### src/rtl/core/dgb_pkg.sv
`default_nettype none
package dgb_pkg;

  localparam int WINDOW_DEF   = 8;
  localparam int GRAD_W       = 17;
  localparam int RTT_W        = 16;
  localparam int KEY_W        = 32;
  localparam int CMD_W        = 2;
  localparam int OUT_GRAD_W   = 24;
  localparam int CFG_IDX_W    = 2;
  localparam int CFG_DATA_W   = 8;
  localparam int IN_TDATA_W   = 48;
  localparam int OUT_TDATA_W  = 32;
  localparam int EXP_W        = 32;
  localparam int EXP_HI_W     = 16;
  localparam int EXP_K_W      = 5;
  localparam int X_W          = 24;

  localparam int LW_DEF        = $clog2(WINDOW_DEF);
  localparam int SUM_W_DEF     = GRAD_W + 1 + LW_DEF;
  localparam int NUM_W_DEF     = SUM_W_DEF + $clog2(WINDOW_DEF + 1);
  localparam int MUL_A_W_DEF   = (NUM_W_DEF > EXP_W) ? NUM_W_DEF : EXP_W;
  localparam int MUL_B_W       = 17;

  localparam logic [MUL_B_W-1:0]    EXP_LSB_STEP = 17'd4294;
  localparam logic [EXP_W-1:0]      EXP_FULL     = 32'hFFFF_FFFF;
  localparam logic [CFG_DATA_W-1:0] CNT_MAX      = 8'hFF;
  localparam logic [CFG_DATA_W-1:0] FACTOR_RST   = 8'd42;
  localparam logic [CFG_DATA_W-1:0] LIMIT_RST    = 8'd5;

  typedef enum logic [CMD_W-1:0] {
    CMD_RTT         = 2'd0,
    CMD_ROUND_END   = 2'd1,
    CMD_REDUCE_EXIT = 2'd2
  } cmd_t;

  typedef enum logic [CFG_IDX_W-1:0] {
    CFG_BACKOFF_FACTOR = 2'd0,
    CFG_INEFF_LIMIT    = 2'd1,
    CFG_TOL_ENABLE     = 2'd2
  } cfg_idx_t;

  typedef enum logic [1:0] {
    QS_UNKNOWN = 2'd0,
    QS_FULL    = 2'd1,
    QS_NONFULL = 2'd2,
    QS_BACKOFF = 2'd3
  } qstate_t;

  typedef enum logic [3:0] {
    S_IDLE,
    S_SUM,
    S_GRAD,
    S_SCALE,
    S_DIV,
    S_DEC,
    S_X,
    S_INIT,
    S_EXP,
    S_EXPW,
    S_LIM,
    S_DONE
  } state_t;

  typedef struct packed {
    logic signed [GRAD_W-1:0] gmin;
    logic signed [GRAD_W-1:0] gmax;
  } grad_pair_t;

  function automatic logic [MUL_B_W-1:0] exp_factor(input logic [EXP_K_W-1:0] k);
    logic [MUL_B_W-1:0] y;
    case (k)
      5'd1:    y = 17'd65519;
      5'd2:    y = 17'd65502;
      5'd3:    y = 17'd65469;
      5'd4:    y = 17'd65402;
      5'd5:    y = 17'd65268;
      5'd6:    y = 17'd65002;
      5'd7:    y = 17'd64471;
      5'd8:    y = 17'd63423;
      5'd9:    y = 17'd61379;
      5'd10:   y = 17'd57485;
      5'd11:   y = 17'd50424;
      5'd12:   y = 17'd38796;
      5'd13:   y = 17'd22966;
      5'd14:   y = 17'd8048;
      5'd15:   y = 17'd988;
      5'd16:   y = 17'd15;
      default: y = 17'd65536;
    endcase
    return y;
  endfunction

endpackage
`default_nettype wire

### src/rtl/core/delay_gradient_backoff.sv
// Delay-gradient congestion backoff detector. Each request carries a command in
// in_tuser: an RTT sample updates the round min/max, a reduction exit shifts the
// round into the previous round, and a round end returns one result with the
// smoothed gradient, the backoff decision and the queue state. A round end goes
// straight to the result when the round or the previous round is empty, and skips
// the exponent when the gradient is not positive. While the gradient ring is still
// filling, it adds a shift-subtract divide by the fill count (NUM_W = 19 + 2*log2
// WINDOW bits for a power-of-two WINDOW, 25 at the default WINDOW of 8). The
// exponent runs on the shared multiplier, 32x17 at the default WINDOW, one step for
// each bit of the 16-bit exponent argument up to its highest set bit and a further
// multiply for each set bit; its result is zero when the argument is cut off. Input
// is not ready while a round end is in work. The result waits in an output register,
// so the next request is taken while it is unread; a further round end holds in its
// last step until that register is read.
// Configuration writes are taken in any cycle.
`default_nettype none
module delay_gradient_backoff #(
  parameter int WINDOW = dgb_pkg::WINDOW_DEF
) (
  input  wire logic                              clk,
  input  wire logic                              rst_n,
  input  wire logic                              in_tvalid,
  output logic                                   in_tready,
  input  wire logic [dgb_pkg::IN_TDATA_W-1:0]    in_tdata,   // rtt_ms, random_key
  input  wire logic [dgb_pkg::CMD_W-1:0]         in_tuser,   // command
  output logic                                   out_tvalid,
  input  wire logic                              out_tready,
  output logic [dgb_pkg::OUT_TDATA_W-1:0]        out_tdata,  // gradient, backoff, queue_state
  input  wire logic                              cfg_valid,
  output logic                                   cfg_ready,
  input  wire logic [dgb_pkg::CFG_IDX_W-1:0]     cfg_index,
  input  wire logic [dgb_pkg::CFG_DATA_W-1:0]    cfg_data
);
  import dgb_pkg::*;

  localparam int LW    = $clog2(WINDOW);
  localparam int SUM_W = GRAD_W + 1 + LW;
  localparam int NUM_W = SUM_W + $clog2(WINDOW + 1);
  localparam int GW    = NUM_W + 1;
  localparam int A_W   = (NUM_W > EXP_W) ? NUM_W : EXP_W;
  localparam int P_W   = A_W + MUL_B_W;
  localparam int EW    = (GW > OUT_GRAD_W) ? GW : OUT_GRAD_W;

  state_t state_r, state_nxt;

  logic [CFG_DATA_W-1:0]   factor_r;
  logic [CFG_DATA_W-1:0]   limit_r;
  logic                    tol_en_r;

  logic [RTT_W-1:0]        round_min_r, round_max_r, prev_min_r, prev_max_r;
  logic signed [SUM_W-1:0] sum_min_r, sum_max_r;
  logic [LW-1:0]           tail_r, tail_nxt;
  logic                    filled_r;
  logic                    scale_r;
  logic [CFG_DATA_W-1:0]   bcnt_r;
  qstate_t                 cdg_r;

  logic signed [GRAD_W-1:0] gmin_r, gmax_r;
  logic signed [GW-1:0]     g_r;
  logic                     neg_r;
  logic                     back_r;
  logic [KEY_W-1:0]         key_r;
  logic [EXP_W-1:0]         res_r;
  logic [EXP_HI_W-1:0]      hi_r;
  logic [EXP_K_W-1:0]       k_r;

  logic                     out_valid_r;
  logic [OUT_TDATA_W-1:0]   out_data_r;

  logic                     in_acc;
  cmd_t                     cmd;
  logic [RTT_W-1:0]         rtt;
  logic                     round_zero, prev_zero, out_free;

  logic                     ring_rd, ring_wr;
  grad_pair_t               ring_wdata, ring_rdata, ring_old;

  logic                     mul_en;
  logic [A_W-1:0]           mul_a;
  logic [MUL_B_W-1:0]       mul_b;
  logic [P_W-1:0]           mul_p;

  logic                     div_start, div_done;
  logic [NUM_W-1:0]         div_quo;

  logic                     smin_pos, smax_pos, smax_neg;
  logic signed [SUM_W-1:0]  sel;
  logic [SUM_W-1:0]         mag;
  logic                     g_pos;
  logic                     x_ovf;
  logic signed [GW-1:0]     q_ext;
  logic signed [EW-1:0]     g_ext;
  logic [OUT_GRAD_W-1:0]    g_sat;
  logic [EW-OUT_GRAD_W:0]   g_top;

  assign in_acc     = in_tvalid && in_tready;
  assign cmd        = cmd_t'(in_tuser);
  assign rtt        = in_tdata[RTT_W-1:0];
  assign round_zero = (round_min_r == '0) && (round_max_r == '0);
  assign prev_zero  = (prev_min_r == '0) && (prev_max_r == '0);
  assign out_free   = !out_valid_r || out_tready;
  assign cfg_ready  = 1'b1;

  assign tail_nxt   = (tail_r == LW'(WINDOW - 1)) ? '0 : tail_r + 1'b1;
  assign ring_old   = filled_r ? ring_rdata : '0;
  assign ring_wdata = '{gmin: gmin_r, gmax: gmax_r};

  assign smin_pos = !sum_min_r[SUM_W-1] && (sum_min_r != '0);
  assign smax_pos = !sum_max_r[SUM_W-1] && (sum_max_r != '0);
  assign smax_neg = sum_max_r[SUM_W-1];
  assign sel      = smin_pos ? sum_min_r : sum_max_r;
  assign mag      = sel[SUM_W-1] ? SUM_W'(-sel) : SUM_W'(sel);
  assign g_pos    = !g_r[GW-1] && (g_r != '0);
  assign x_ovf    = |mul_p[P_W-1:X_W];
  assign q_ext    = {1'b0, div_quo};

  assign g_ext = EW'(g_r);
  assign g_top = g_ext[EW-1:OUT_GRAD_W-1];
  assign g_sat = ((&g_top) || !(|g_top)) ? g_ext[OUT_GRAD_W-1:0]
               : (g_ext[EW-1] ? {1'b1, {(OUT_GRAD_W-1){1'b0}}}
                              : {1'b0, {(OUT_GRAD_W-1){1'b1}}});

  dgb_ring #(.WINDOW(WINDOW)) u_ring (
    .clk   (clk),
    .rd_en (ring_rd),
    .wr_en (ring_wr),
    .addr  (tail_r),
    .wdata (ring_wdata),
    .rdata (ring_rdata)
  );

  dgb_mul #(.A_W(A_W)) u_mul (
    .clk (clk),
    .en  (mul_en),
    .a   (mul_a),
    .b   (mul_b),
    .p   (mul_p)
  );

  dgb_div #(.NUM_W(NUM_W), .DEN_W(LW)) u_div (
    .clk      (clk),
    .rst_n    (rst_n),
    .start    (div_start),
    .dividend (mul_p[NUM_W-1:0]),
    .divisor  (tail_r),
    .done     (div_done),
    .quotient (div_quo)
  );

  always_comb begin
    state_nxt = state_r;
    unique case (state_r)
      S_IDLE: begin
        if (in_acc && (cmd == CMD_ROUND_END)) begin
          state_nxt = (round_zero || prev_zero) ? S_DONE : S_SUM;
        end
      end
      S_SUM:   state_nxt = S_GRAD;
      S_GRAD:  state_nxt = scale_r ? S_SCALE : S_DEC;
      S_SCALE: state_nxt = S_DIV;
      S_DIV:   state_nxt = div_done ? S_DEC : S_DIV;
      S_DEC:   state_nxt = g_pos ? S_X : S_DONE;
      S_X:     state_nxt = x_ovf ? S_EXP : S_INIT;
      S_INIT:  state_nxt = S_EXP;
      S_EXP: begin
        if (hi_r == '0) begin
          state_nxt = S_LIM;
        end else if (hi_r[0]) begin
          state_nxt = S_EXPW;
        end
      end
      S_EXPW:  state_nxt = S_EXP;
      S_LIM:   state_nxt = S_DONE;
      S_DONE:  state_nxt = out_free ? S_IDLE : S_DONE;
      default: state_nxt = S_IDLE;
    endcase
  end

  always_comb begin
    in_tready = 1'b0;
    ring_rd   = 1'b0;
    ring_wr   = 1'b0;
    mul_en    = 1'b0;
    mul_a     = '0;
    mul_b     = '0;
    div_start = 1'b0;
    unique case (state_r)
      S_IDLE: begin
        in_tready = 1'b1;
        ring_rd   = in_acc && (cmd == CMD_ROUND_END);
      end
      S_SUM: ring_wr = 1'b1;
      S_GRAD: begin
        mul_en = scale_r;
        mul_a  = A_W'(mag);
        mul_b  = MUL_B_W'(WINDOW);
      end
      S_SCALE: div_start = 1'b1;
      S_DEC: begin
        mul_en = g_pos;
        mul_a  = A_W'(g_r[NUM_W-1:0]);
        mul_b  = MUL_B_W'(factor_r);
      end
      S_X: begin
        mul_en = !x_ovf;
        mul_a  = A_W'(mul_p[7:0]);
        mul_b  = EXP_LSB_STEP;
      end
      S_EXP: begin
        mul_en = hi_r[0];
        mul_a  = A_W'(res_r);
        mul_b  = exp_factor(k_r);
      end
      default: ;
    endcase
  end

  always_ff @(posedge clk) begin
    if (!rst_n) begin
      state_r     <= S_IDLE;
      out_valid_r <= 1'b0;
      factor_r    <= FACTOR_RST;
      limit_r     <= LIMIT_RST;
      tol_en_r    <= 1'b0;
      round_min_r <= '0;
      round_max_r <= '0;
      prev_min_r  <= '0;
      prev_max_r  <= '0;
      sum_min_r   <= '0;
      sum_max_r   <= '0;
      tail_r      <= '0;
      filled_r    <= 1'b0;
      scale_r     <= 1'b0;
      bcnt_r      <= '0;
      cdg_r       <= QS_UNKNOWN;
    end else begin
      state_r <= state_nxt;

      if (cfg_valid && cfg_ready) begin
        unique case (cfg_idx_t'(cfg_index))
          CFG_BACKOFF_FACTOR: factor_r <= cfg_data;
          CFG_INEFF_LIMIT:    limit_r  <= cfg_data;
          CFG_TOL_ENABLE:     tol_en_r <= cfg_data[0];
          default: ;
        endcase
      end

      if (out_valid_r && out_tready && (state_r != S_DONE)) begin
        out_valid_r <= 1'b0;
      end

      unique case (state_r)
        S_IDLE: begin
          if (in_acc) begin
            unique case (cmd)
              CMD_RTT: begin
                if ((round_min_r == '0) || (rtt < round_min_r)) begin
                  round_min_r <= rtt;
                end
                if (rtt > round_max_r) begin
                  round_max_r <= rtt;
                end
              end
              CMD_REDUCE_EXIT: begin
                cdg_r       <= QS_UNKNOWN;
                prev_min_r  <= round_min_r;
                prev_max_r  <= round_max_r;
                round_min_r <= '0;
                round_max_r <= '0;
              end
              CMD_ROUND_END: begin
                back_r <= 1'b0;
                g_r    <= '0;
                key_r  <= in_tdata[IN_TDATA_W-1:RTT_W];
                gmin_r <= {1'b0, round_min_r} - {1'b0, prev_min_r};
                gmax_r <= {1'b0, round_max_r} - {1'b0, prev_max_r};
                if (!round_zero) begin
                  prev_min_r  <= round_min_r;
                  prev_max_r  <= round_max_r;
                  round_min_r <= '0;
                  round_max_r <= '0;
                end
              end
              default: ;
            endcase
          end
        end
        S_SUM: begin
          sum_min_r <= sum_min_r + SUM_W'(gmin_r) - SUM_W'(ring_old.gmin);
          sum_max_r <= sum_max_r + SUM_W'(gmax_r) - SUM_W'(ring_old.gmax);
          tail_r    <= tail_nxt;
          scale_r   <= !filled_r && (tail_nxt != '0);
          if (!filled_r && (tail_nxt == '0)) begin
            filled_r <= 1'b1;
          end
        end
        S_GRAD: begin
          g_r   <= GW'(sel);
          neg_r <= sel[SUM_W-1];
          if (!smin_pos || !smax_pos) begin
            bcnt_r <= '0;
          end
          if (tol_en_r) begin
            if (smin_pos && !smax_pos) begin
              cdg_r <= QS_FULL;
            end else if ((smin_pos && smax_pos) || smax_neg) begin
              cdg_r <= QS_NONFULL;
            end
          end
        end
        S_DIV: begin
          if (div_done) begin
            g_r <= neg_r ? -q_ext : q_ext;
          end
        end
        S_X: begin
          k_r <= EXP_K_W'(1);
          if (x_ovf) begin
            res_r <= '0;
            hi_r  <= '0;
          end else begin
            hi_r <= mul_p[X_W-1:8];
          end
        end
        S_INIT: res_r <= EXP_FULL - mul_p[EXP_W-1:0];
        S_EXP: begin
          if ((hi_r != '0) && !hi_r[0]) begin
            hi_r <= hi_r >> 1;
            k_r  <= k_r + 1'b1;
          end
        end
        S_EXPW: begin
          res_r <= mul_p[EXP_W+15:16];
          hi_r  <= hi_r >> 1;
          k_r   <= k_r + 1'b1;
        end
        S_LIM: begin
          if (key_r > res_r) begin
            if (limit_r != '0) begin
              if (bcnt_r != CNT_MAX) begin
                bcnt_r <= bcnt_r + 1'b1;
              end
              if (bcnt_r < limit_r) begin
                back_r <= 1'b1;
                cdg_r  <= QS_BACKOFF;
              end
            end else begin
              back_r <= 1'b1;
              cdg_r  <= QS_BACKOFF;
            end
          end
        end
        S_DONE: begin
          if (out_free) begin
            out_valid_r <= 1'b1;
            out_data_r  <= {{(OUT_TDATA_W - OUT_GRAD_W - 3){1'b0}}, cdg_r, back_r, g_sat};
          end
        end
        default: ;
      endcase
    end
  end

  assign out_tvalid = out_valid_r;
  assign out_tdata  = out_data_r;

  a_div_in_div: assert property (@(posedge clk) disable iff (!rst_n)
    div_done |-> (state_r == S_DIV))
    else $error("divider finished outside the divide step");

  a_tail_moves: assert property (@(posedge clk) disable iff (!rst_n)
    ring_wr |=> (tail_r != $past(tail_r)))
    else $error("ring write did not advance the tail");

  a_result_from_done: assert property (@(posedge clk) disable iff (!rst_n)
    $rose(out_valid_r) |-> $past(state_r == S_DONE))
    else $error("result raised outside the done step");

  a_backoff_state: assert property (@(posedge clk) disable iff (!rst_n)
    (out_valid_r && out_data_r[OUT_GRAD_W]) |->
      (out_data_r[OUT_GRAD_W+2:OUT_GRAD_W+1] == QS_BACKOFF))
    else $error("backoff result without backoff queue state");

endmodule
`default_nettype wire

### src/rtl/core/dgb_ring.sv
`default_nettype none
module dgb_ring #(
  parameter int WINDOW = dgb_pkg::WINDOW_DEF
) (
  input  wire logic                       clk,
  input  wire logic                       rd_en,
  input  wire logic                       wr_en,
  input  wire logic [$clog2(WINDOW)-1:0]  addr,
  input  wire dgb_pkg::grad_pair_t        wdata,
  output dgb_pkg::grad_pair_t             rdata
);
  import dgb_pkg::*;

  grad_pair_t mem_r [WINDOW];
  grad_pair_t rdata_r;

  always_ff @(posedge clk) begin
    if (wr_en) begin
      mem_r[addr] <= wdata;
    end
    if (rd_en) begin
      rdata_r <= mem_r[addr];
    end
  end

  assign rdata = rdata_r;

endmodule
`default_nettype wire

### src/rtl/core/dgb_mul.sv
`default_nettype none
module dgb_mul #(
  parameter int A_W = dgb_pkg::MUL_A_W_DEF
) (
  input  wire logic                              clk,
  input  wire logic                              en,
  input  wire logic [A_W-1:0]                    a,
  input  wire logic [dgb_pkg::MUL_B_W-1:0]       b,
  output logic [A_W+dgb_pkg::MUL_B_W-1:0]        p
);
  import dgb_pkg::*;

  localparam int P_W = A_W + MUL_B_W;

  logic [P_W-1:0] p_r;

  always_ff @(posedge clk) begin
    if (en) begin
      p_r <= P_W'(a) * P_W'(b);
    end
  end

  assign p = p_r;

endmodule
`default_nettype wire

### src/rtl/core/dgb_div.sv
`default_nettype none
module dgb_div #(
  parameter int NUM_W = dgb_pkg::NUM_W_DEF,
  parameter int DEN_W = dgb_pkg::LW_DEF
) (
  input  wire logic              clk,
  input  wire logic              rst_n,
  input  wire logic              start,
  input  wire logic [NUM_W-1:0]  dividend,
  input  wire logic [DEN_W-1:0]  divisor,
  output logic                   done,
  output logic [NUM_W-1:0]       quotient
);
  import dgb_pkg::*;

  localparam int CNT_W = $clog2(NUM_W + 1);

  logic [NUM_W-1:0] quo_r;
  logic [DEN_W-1:0] rem_r;
  logic [DEN_W-1:0] den_r;
  logic [CNT_W-1:0] cnt_r;
  logic             busy_r;
  logic             done_r;
  logic [DEN_W:0]   trial;
  logic             fits;

  assign trial = {rem_r, quo_r[NUM_W-1]};
  assign fits  = (trial >= {1'b0, den_r});

  always_ff @(posedge clk) begin
    if (!rst_n) begin
      busy_r <= 1'b0;
      done_r <= 1'b0;
    end else begin
      done_r <= !start && busy_r && (cnt_r == CNT_W'(1));
      if (start) begin
        quo_r  <= dividend;
        den_r  <= divisor;
        rem_r  <= '0;
        cnt_r  <= CNT_W'(NUM_W);
        busy_r <= 1'b1;
      end else if (busy_r) begin
        quo_r <= {quo_r[NUM_W-2:0], fits};
        rem_r <= fits ? DEN_W'(trial - {1'b0, den_r}) : trial[DEN_W-1:0];
        cnt_r <= cnt_r - 1'b1;
        if (cnt_r == CNT_W'(1)) begin
          busy_r <= 1'b0;
        end
      end
    end
  end

  assign done     = done_r;
  assign quotient = quo_r;

endmodule
`default_nettype wire
### config.mk
export PLATFORM = sky130hd
export DESIGN_NAME = delay_gradient_backoff
export DESIGN_NICKNAME = d
export VERILOG_FILES = /design/src/rtl/core/dgb_pkg.sv /design/src/rtl/core/delay_gradient_backoff.sv /design/src/rtl/core/dgb_ring.sv /design/src/rtl/core/dgb_mul.sv /design/src/rtl/core/dgb_div.sv
export SDC_FILE = /design/constraint.sdc
export NUM_CORES = 2
export LEC_CHECK = 0
export BUFFER_PORTS_ARGS = -buffer_cell sky130_fd_sc_hd__buf_2
export CAP_MARGIN = 15
export CORE_AREA = 2 2 543 329
export CTS_BUF_LIST = sky130_fd_sc_hd__clkbuf_4
export DETAILED_ROUTE_END_ITERATION = 12
export DIE_AREA = 0 0 545 331
export HOLD_SLACK_MARGIN = 0.06
export PLACE_DENSITY = 0.44
export SYNTH_ARGS = -nofsm -noshare
export SYNTH_HDL_FRONTEND = slang
export SYNTH_SLANG_ARGS = --single-unit
### constraint.sdc
create_clock -name clk -period 22.6 [get_ports clk]
set_input_delay 1.13 -clock clk [delete_from_list [all_inputs] [get_ports clk]]
set_output_delay 1.13 -clock clk [all_outputs]
set_load 0.1 [all_outputs]
==> Word level (Yosys, flattened, before mapping) <==
Memories as Yosys holds them, arrays and structs flattened. A register that Yosys moved wholly into a read port is not among the register bits.
Cells that the tools add are included.
{ "classes": {"addsub": 14, "n_mul": 1, "magnitude_cmp": 5, "eq_ne": 37, "mux": 78, "reduce_logical": 80} }
{ "ops": {"columns": ["cell", "n"], "rows": [
  ["$pmux 16 s3", 3],
  ["$pmux 32 s4", 1],
  ["$mux 16", 7],
  ["$mux 26", 4],
  ["$pmux 32 s3", 1],
  ["$logic_not 16->1", 5],
  ["$pmux 26 s3", 1],
  ["$pmux 17 s4", 1],
  ["$pmux 16 s2", 2],
  ["$mux 25", 2],
  ["$mul 32x17->49", 1],
  ["$mux 24", 2],
  ["$pmux 4 s11", 1],
  ["$add 21x17->21", 2],
  ["$mux 21", 2],
  ["$reduce_bool 21->1", 2],
  ["$sub 21x17->21", 2],
  ["$mux 34", 1],
  ["$sub 16x16->17", 2],
  ["$gt 32x32->1", 1],
  ["$mux 32", 1],
  ["$mux 8", 4],
  ["$sub 32x32->32 const A", 1],
  ["$mux 4", 7],
  ["53 further kinds", 159]
]} }
{ "totals": {"register_bits": 404, "mem_bits_rw": 272, "rom_bits": 544, "inputBits": 65, "output_inout_bits": 35, "elab_cells": 250, "memories": 2} }
{ "memory_table": {"columns": ["memory", "words", "width", "read_ports", "rd_clocked_by_memory_dff", "wr", "line", "rtl"], "rows": [
  ["(no name shown)", 32, 17, 1, 1, 0, "dgb_pkg.sv:72", "case (k)"],
  ["u_ring.mem_r", 8, 34, 1, 1, 1, "dgb_ring.sv:14", "grad_pair_t mem_r [WINDOW];"]
]} }

==> Depth between registers and ports, before layout <==
{ "depth": {"ltp_word": 8, "mapped_depth": 40, "depth_no_buf": 37} }

==> Cells and area by module <==
Synthesis repeated with hierarchy kept, for this count alone.
{ "unflattened": {"hier_cells": 5283, "hier_area_um2": 53872.9} }
{ "by_module_without_submodules": {"columns": ["mod", "n_inst", "cells_each", "area_each_um2", "seq_area_each_um2"], "rows": [
  ["delay_gradient_backoff", 1, 2474, 21597.0, 8428.1],
  ["dgb_mul", 1, 2120, 19018.2, 1471.4],
  ["dgb_ring", 1, 579, 11501.0, 9188.8],
  ["dgb_div", 1, 110, 1756.7, 1121.1]
]} }

==> Least setup slack after synthesis <==
Ideal clock, no wire load.
{ "synth_path": {"kind": "reg-to-reg", "startpoint": "register sum_min_r[3]", "endpoint": "register u_mul.p_r[45] (netlist: u_mul.p[45]), data pin", "setup_ns": 0.258, "t_arrival_ns": 8.477, "required_ns": 22.342, "path_slack_ns": 13.865, "stages_incl_launch_ff": 39, "path_buffers": 4, "synth_period_minus_slack_ns": 8.735, "path_cell_list": "dfxtp_1 nor4_2 and3_1 a21oi_2 buf_4 clkbuf_1 nor2_1 a21oi_1 ha_1 o221ai_1 nor4_2 and2b_1 and4_1 nand4_2 nand2_1 buf_4 nand2_1 fa_1 (+3 left out) fa_1 fa_1 inv_1 fa_1 inv_1 ha_1 clkbuf_1 nor2_1 a2111oi_0 o211ai_1 a21oi_1 nor3_1 o21ai_1 nand2b_1 a31oi_1 o21ai_0 a21oi_1 xnor2_1"} }
{ "synth_between": {"elab_chain_cells": 7} }
{ "synth_rtl": {"columns": ["element", "line", "rtl"], "rows": [
  ["start, declared", "delay_gradient_backoff.sv:51", "logic signed [SUM_W-1:0] sum_min_r, sum_max_r;"],
  ["start signal, assigned", "delay_gradient_backoff.sv:289", "sum_min_r <= sum_min_r + SUM_W'(gmin_r) - SUM_W'(ring_old.gmin);"],
  ["$reduce_bool 21->1", "delay_gradient_backoff.sv:108", "assign smin_pos = !sum_min_r[SUM_W-1] && (sum_min_r != '0);"],
  ["$logic_and 1x1->1", "delay_gradient_backoff.sv:108", null],
  ["$mux 21 (*)", "delay_gradient_backoff.sv:111", "assign sel = smin_pos ? sum_min_r : sum_max_r;"],
  ["$neg 21->21", "delay_gradient_backoff.sv:112", "assign mag = sel[SUM_W-1] ? SUM_W'(-sel) : SUM_W'(sel);"],
  ["$mux 21 (*)", "delay_gradient_backoff.sv:112", null],
  ["$pmux 32 s4 (*)", "delay_gradient_backoff.sv:187", "unique case (state_r)"],
  ["$mul 32x17->49 (*)", "dgb_mul.sv:19", "p_r <= P_W'(a) * P_W'(b);"],
  ["end signal, assigned", "dgb_mul.sv:19", null],
  ["end, declared", "dgb_mul.sv:15", "logic [P_W-1:0] p_r;"]
]} }
Mark *: on every way between the ends. The rest lies on a longest branch, timed or not.
A chain may end at the register's enable or synchronous reset.

==> Worst setup path in the final report <==
{ "layout_path": {"startpoint": "register sum_min_r[16]", "endpoint": "register u_mul.p_r[45] (netlist: u_mul.p[45]), data pin"} }
Same word-level chain as after synthesis.

==> metrics <==
status=complete, no violations; CTS H-tree lvls=4; Syn Area/Cell=a little over 10 um^2; post-synthesis cell area=roughly 0.052 mm^2; RSZ-0062 raised after global routing=false; Pleak=roughly 0.024 uW; Required @ worst endpoint=roughly 23 ns; warning count from the yosys run=0; Max IR drop VDD=~0.092 mV; Unique masters post-synth=between 90 and 100; Post-synth ARST share=0%; vias in the first global route=38152; Seq/Total Area, Yosys=between 30% and 40%; area leader, netlist=edfxtp_1; Area growth syn-to-layout=11.3%; die width=545 um; IO Count=100; Die Area=~0.18 mm^2; share of the synthesized area in the top cell type=around a third; std cell rows=between 100 and 150; CP Max Fanout=53; Port Buffers=93; endpoints failing hold=0; max incr delay on CP=about 0.69 ns; number of gates resized after cts=0; worst slew pin tran=1.21 ns; Crit Path Class=flop to flop; count leader, synth=inv_1; hpwl dp=around 150000 um; total power=approximately 5200 uW; All-Layer GR Usage=between 20% and 30%; Via Count=roughly 39000; final worst path period need=11.06 ns; Clock Skew=~0.12 ns; Routability Congestion=between 0.9 and 1; max cap viols=0; HP Class=input port to flop; drt first pass iters=6; Commonest cells post-synth=inv_1 (818), nand2_1 (693), edfxtp_1 (565); CTS Buf Count=roughly 190; Syn Inst Count=5178; initial antenna violation count=6; clock tree from TritonCTS=done; FF-to-FF setup slack=approximately 12 ns; DR iter-0 viols=roughly 3900; Hold WS=between 0.15 and 0.2 ns; # DRC=0; nets=roughly 6200; clk_lat worst skew=~1.1 ns; clock slew at reported path FFs=about 0.08 ns; first-pass GRT wire length=273000 um; FMAX=about 90 MHz; Final setup viols=0; period utilization=48.9%; drt total wl=188000 um; clk sinks=727; die height=between 300 and 400 um; core region area=0.175 mm^2; vias per cell=slightly below 5; Critical Path Slowest Stage Cell=a2111oi_0; max-slew violation count=0; WL/cell=around 24 um; Critical Path End Type=flop; layout cell share with drive strength beyond 1=around 10%; maximum number of pins on one net before global-route repair=a little under 80; PD cells=between 80 and 90 mW/mm^2; Crit path top cell by count=fa_1; ranking of synthesized cells by area=edfxtp_1 (32%), fa_1 (19%), ha_1 (6.9%), dfxtp_1 (6.2%), inv_1 (5.9%); Routed Antenna Nets=0; Clock Tree Buf Depth=4; CTS root buf=clkbuf_4; setup_tns=0 ns; Post-synth EDFFs=about 570; ys flop type=edfxtp_1; max_slew headroom=around 19%; Crit path arrival time=between 10 and 15 ns; GRT overflow=0; initial core utilization=between 20 and 30%; startpoint types=flop; Synth Register Bits=727
-- kinds of logic (layout without fill, tap and decap cells) --
family                     count (synthesis)  after routing  share of synthesized area (%)
AOI/OAI and AO/OA                        844            844                           10.6
xor gates and xnor gates                 150            150                           2.51
adders and majority gates                782            782                           25.7
buffers and inverters                   1047           1338                           7.62
DFF                                      727            727                           38.6
muxes                                     62             62                           1.22
other                                      2              9                         0.0143
and+or+nand+nor                         1564           1564                           13.7
-- area by class of cell --
type	count	area, um^2
Multi-Input combinational cell	3408	28300
Timing Repair Buffer	207	1360
Clock buffer	266	2000
Sequential cell	727	20200
Inverter	818	3070
Tap cell	2359	2950
Clock inverter	47	302
Antenna cell	3	7.51
Fill cell	17982	117000
-- worst paths after layout --
| check | start | end | depth (start not counted) |
|---|---|---|---|
| max | sum_min_r[16] | u_mul.p[45] | 35 |
| min | in_tdata[41] | key_r[25] | 1 |
| max reg2reg | sum_min_r[16] | u_mul.p[45] | 35 |
| min reg2reg | cdg_r[1] | out_tdata[26] | 0 |
-- routing by layer --
metal / GRT usage, % / vias up / routed length (um)
met5: 0 / - / 0
met4: 3.01 / 0 / 1940
met3: 7.60 / 153 / 21600
met2: 24.4 / 1590 / 64100
met1: 35.1 / 19470 / 100000
li1: - / 17679 / -
-- sequential cells by signal, summed over array words and instances (netlist names), 17 cells and up, named ones only --
name,cells
u_mul.p,49
u_ring.mem_r,272
u_ring.rdata,34
g_ext,26
gmin_r,17
u_div.quotient,25
res_r,32
sum_max_r,21
sum_min_r,21
gmax_r,17
out_tdata,27
key_r,32
-- critical path: cells and delay by family (launching register included) --
family / cells / cell delay, ns
adder cells (fa/ha/maj): 8 / 3.60
AND/OR/NAND/NOR: 11 / 3.24
AO/OA/AOI/OAI: 10 / 2.77
buffers and inverters: 5 / 0.71
flip-flops: 1 / 0.34
XOR/XNOR: 1 / 0.13
-- per-stage QoR --
step	area (um^2)	setup slack (ns)	instances	util [%]
after floorplan	52400	13.87	5182	-
final	58200	11.54	7835	33.3
after global routing	58200	11.00	7833	33.3
after CTS	58200	11.71	7830	33.3
after global placement	55800	11.90	7502	31.9
after detailed placement	55800	11.74	7504	31.9
-- placed cells by master, fill, tap and decap left out, types with 61 or more instances in the layout --
cell type and n:
nand4_1 61, xor2_1 63, clkbuf_4 266, xnor2_1 87, edfxtp_1 565, nor2b_1 99
dfxtp_1 162, ha_1 290, buf_2 94, fa_1 492, buf_4 99, a22oi_1 160
a21oi_1 161, nand2_1 692, a21o_1 64, and2_1 116, nor2_1 338, inv_1 818
o21ai_0 210
-- what timing repair did --
action                    in CTS  in global routing
hold buffers                  13                  0
buffers inserted               0                  0
hold endpoints to repair      13                  0
-- report_power, final --
part | switching, uW | internal, uW | total, uW
combinational | 1450 | 686 | 2140
clock | 595 | 584 | 1180
sequential | 221 | 1650 | 1870
No activity file was read; power rests on OpenSTA's default activity.
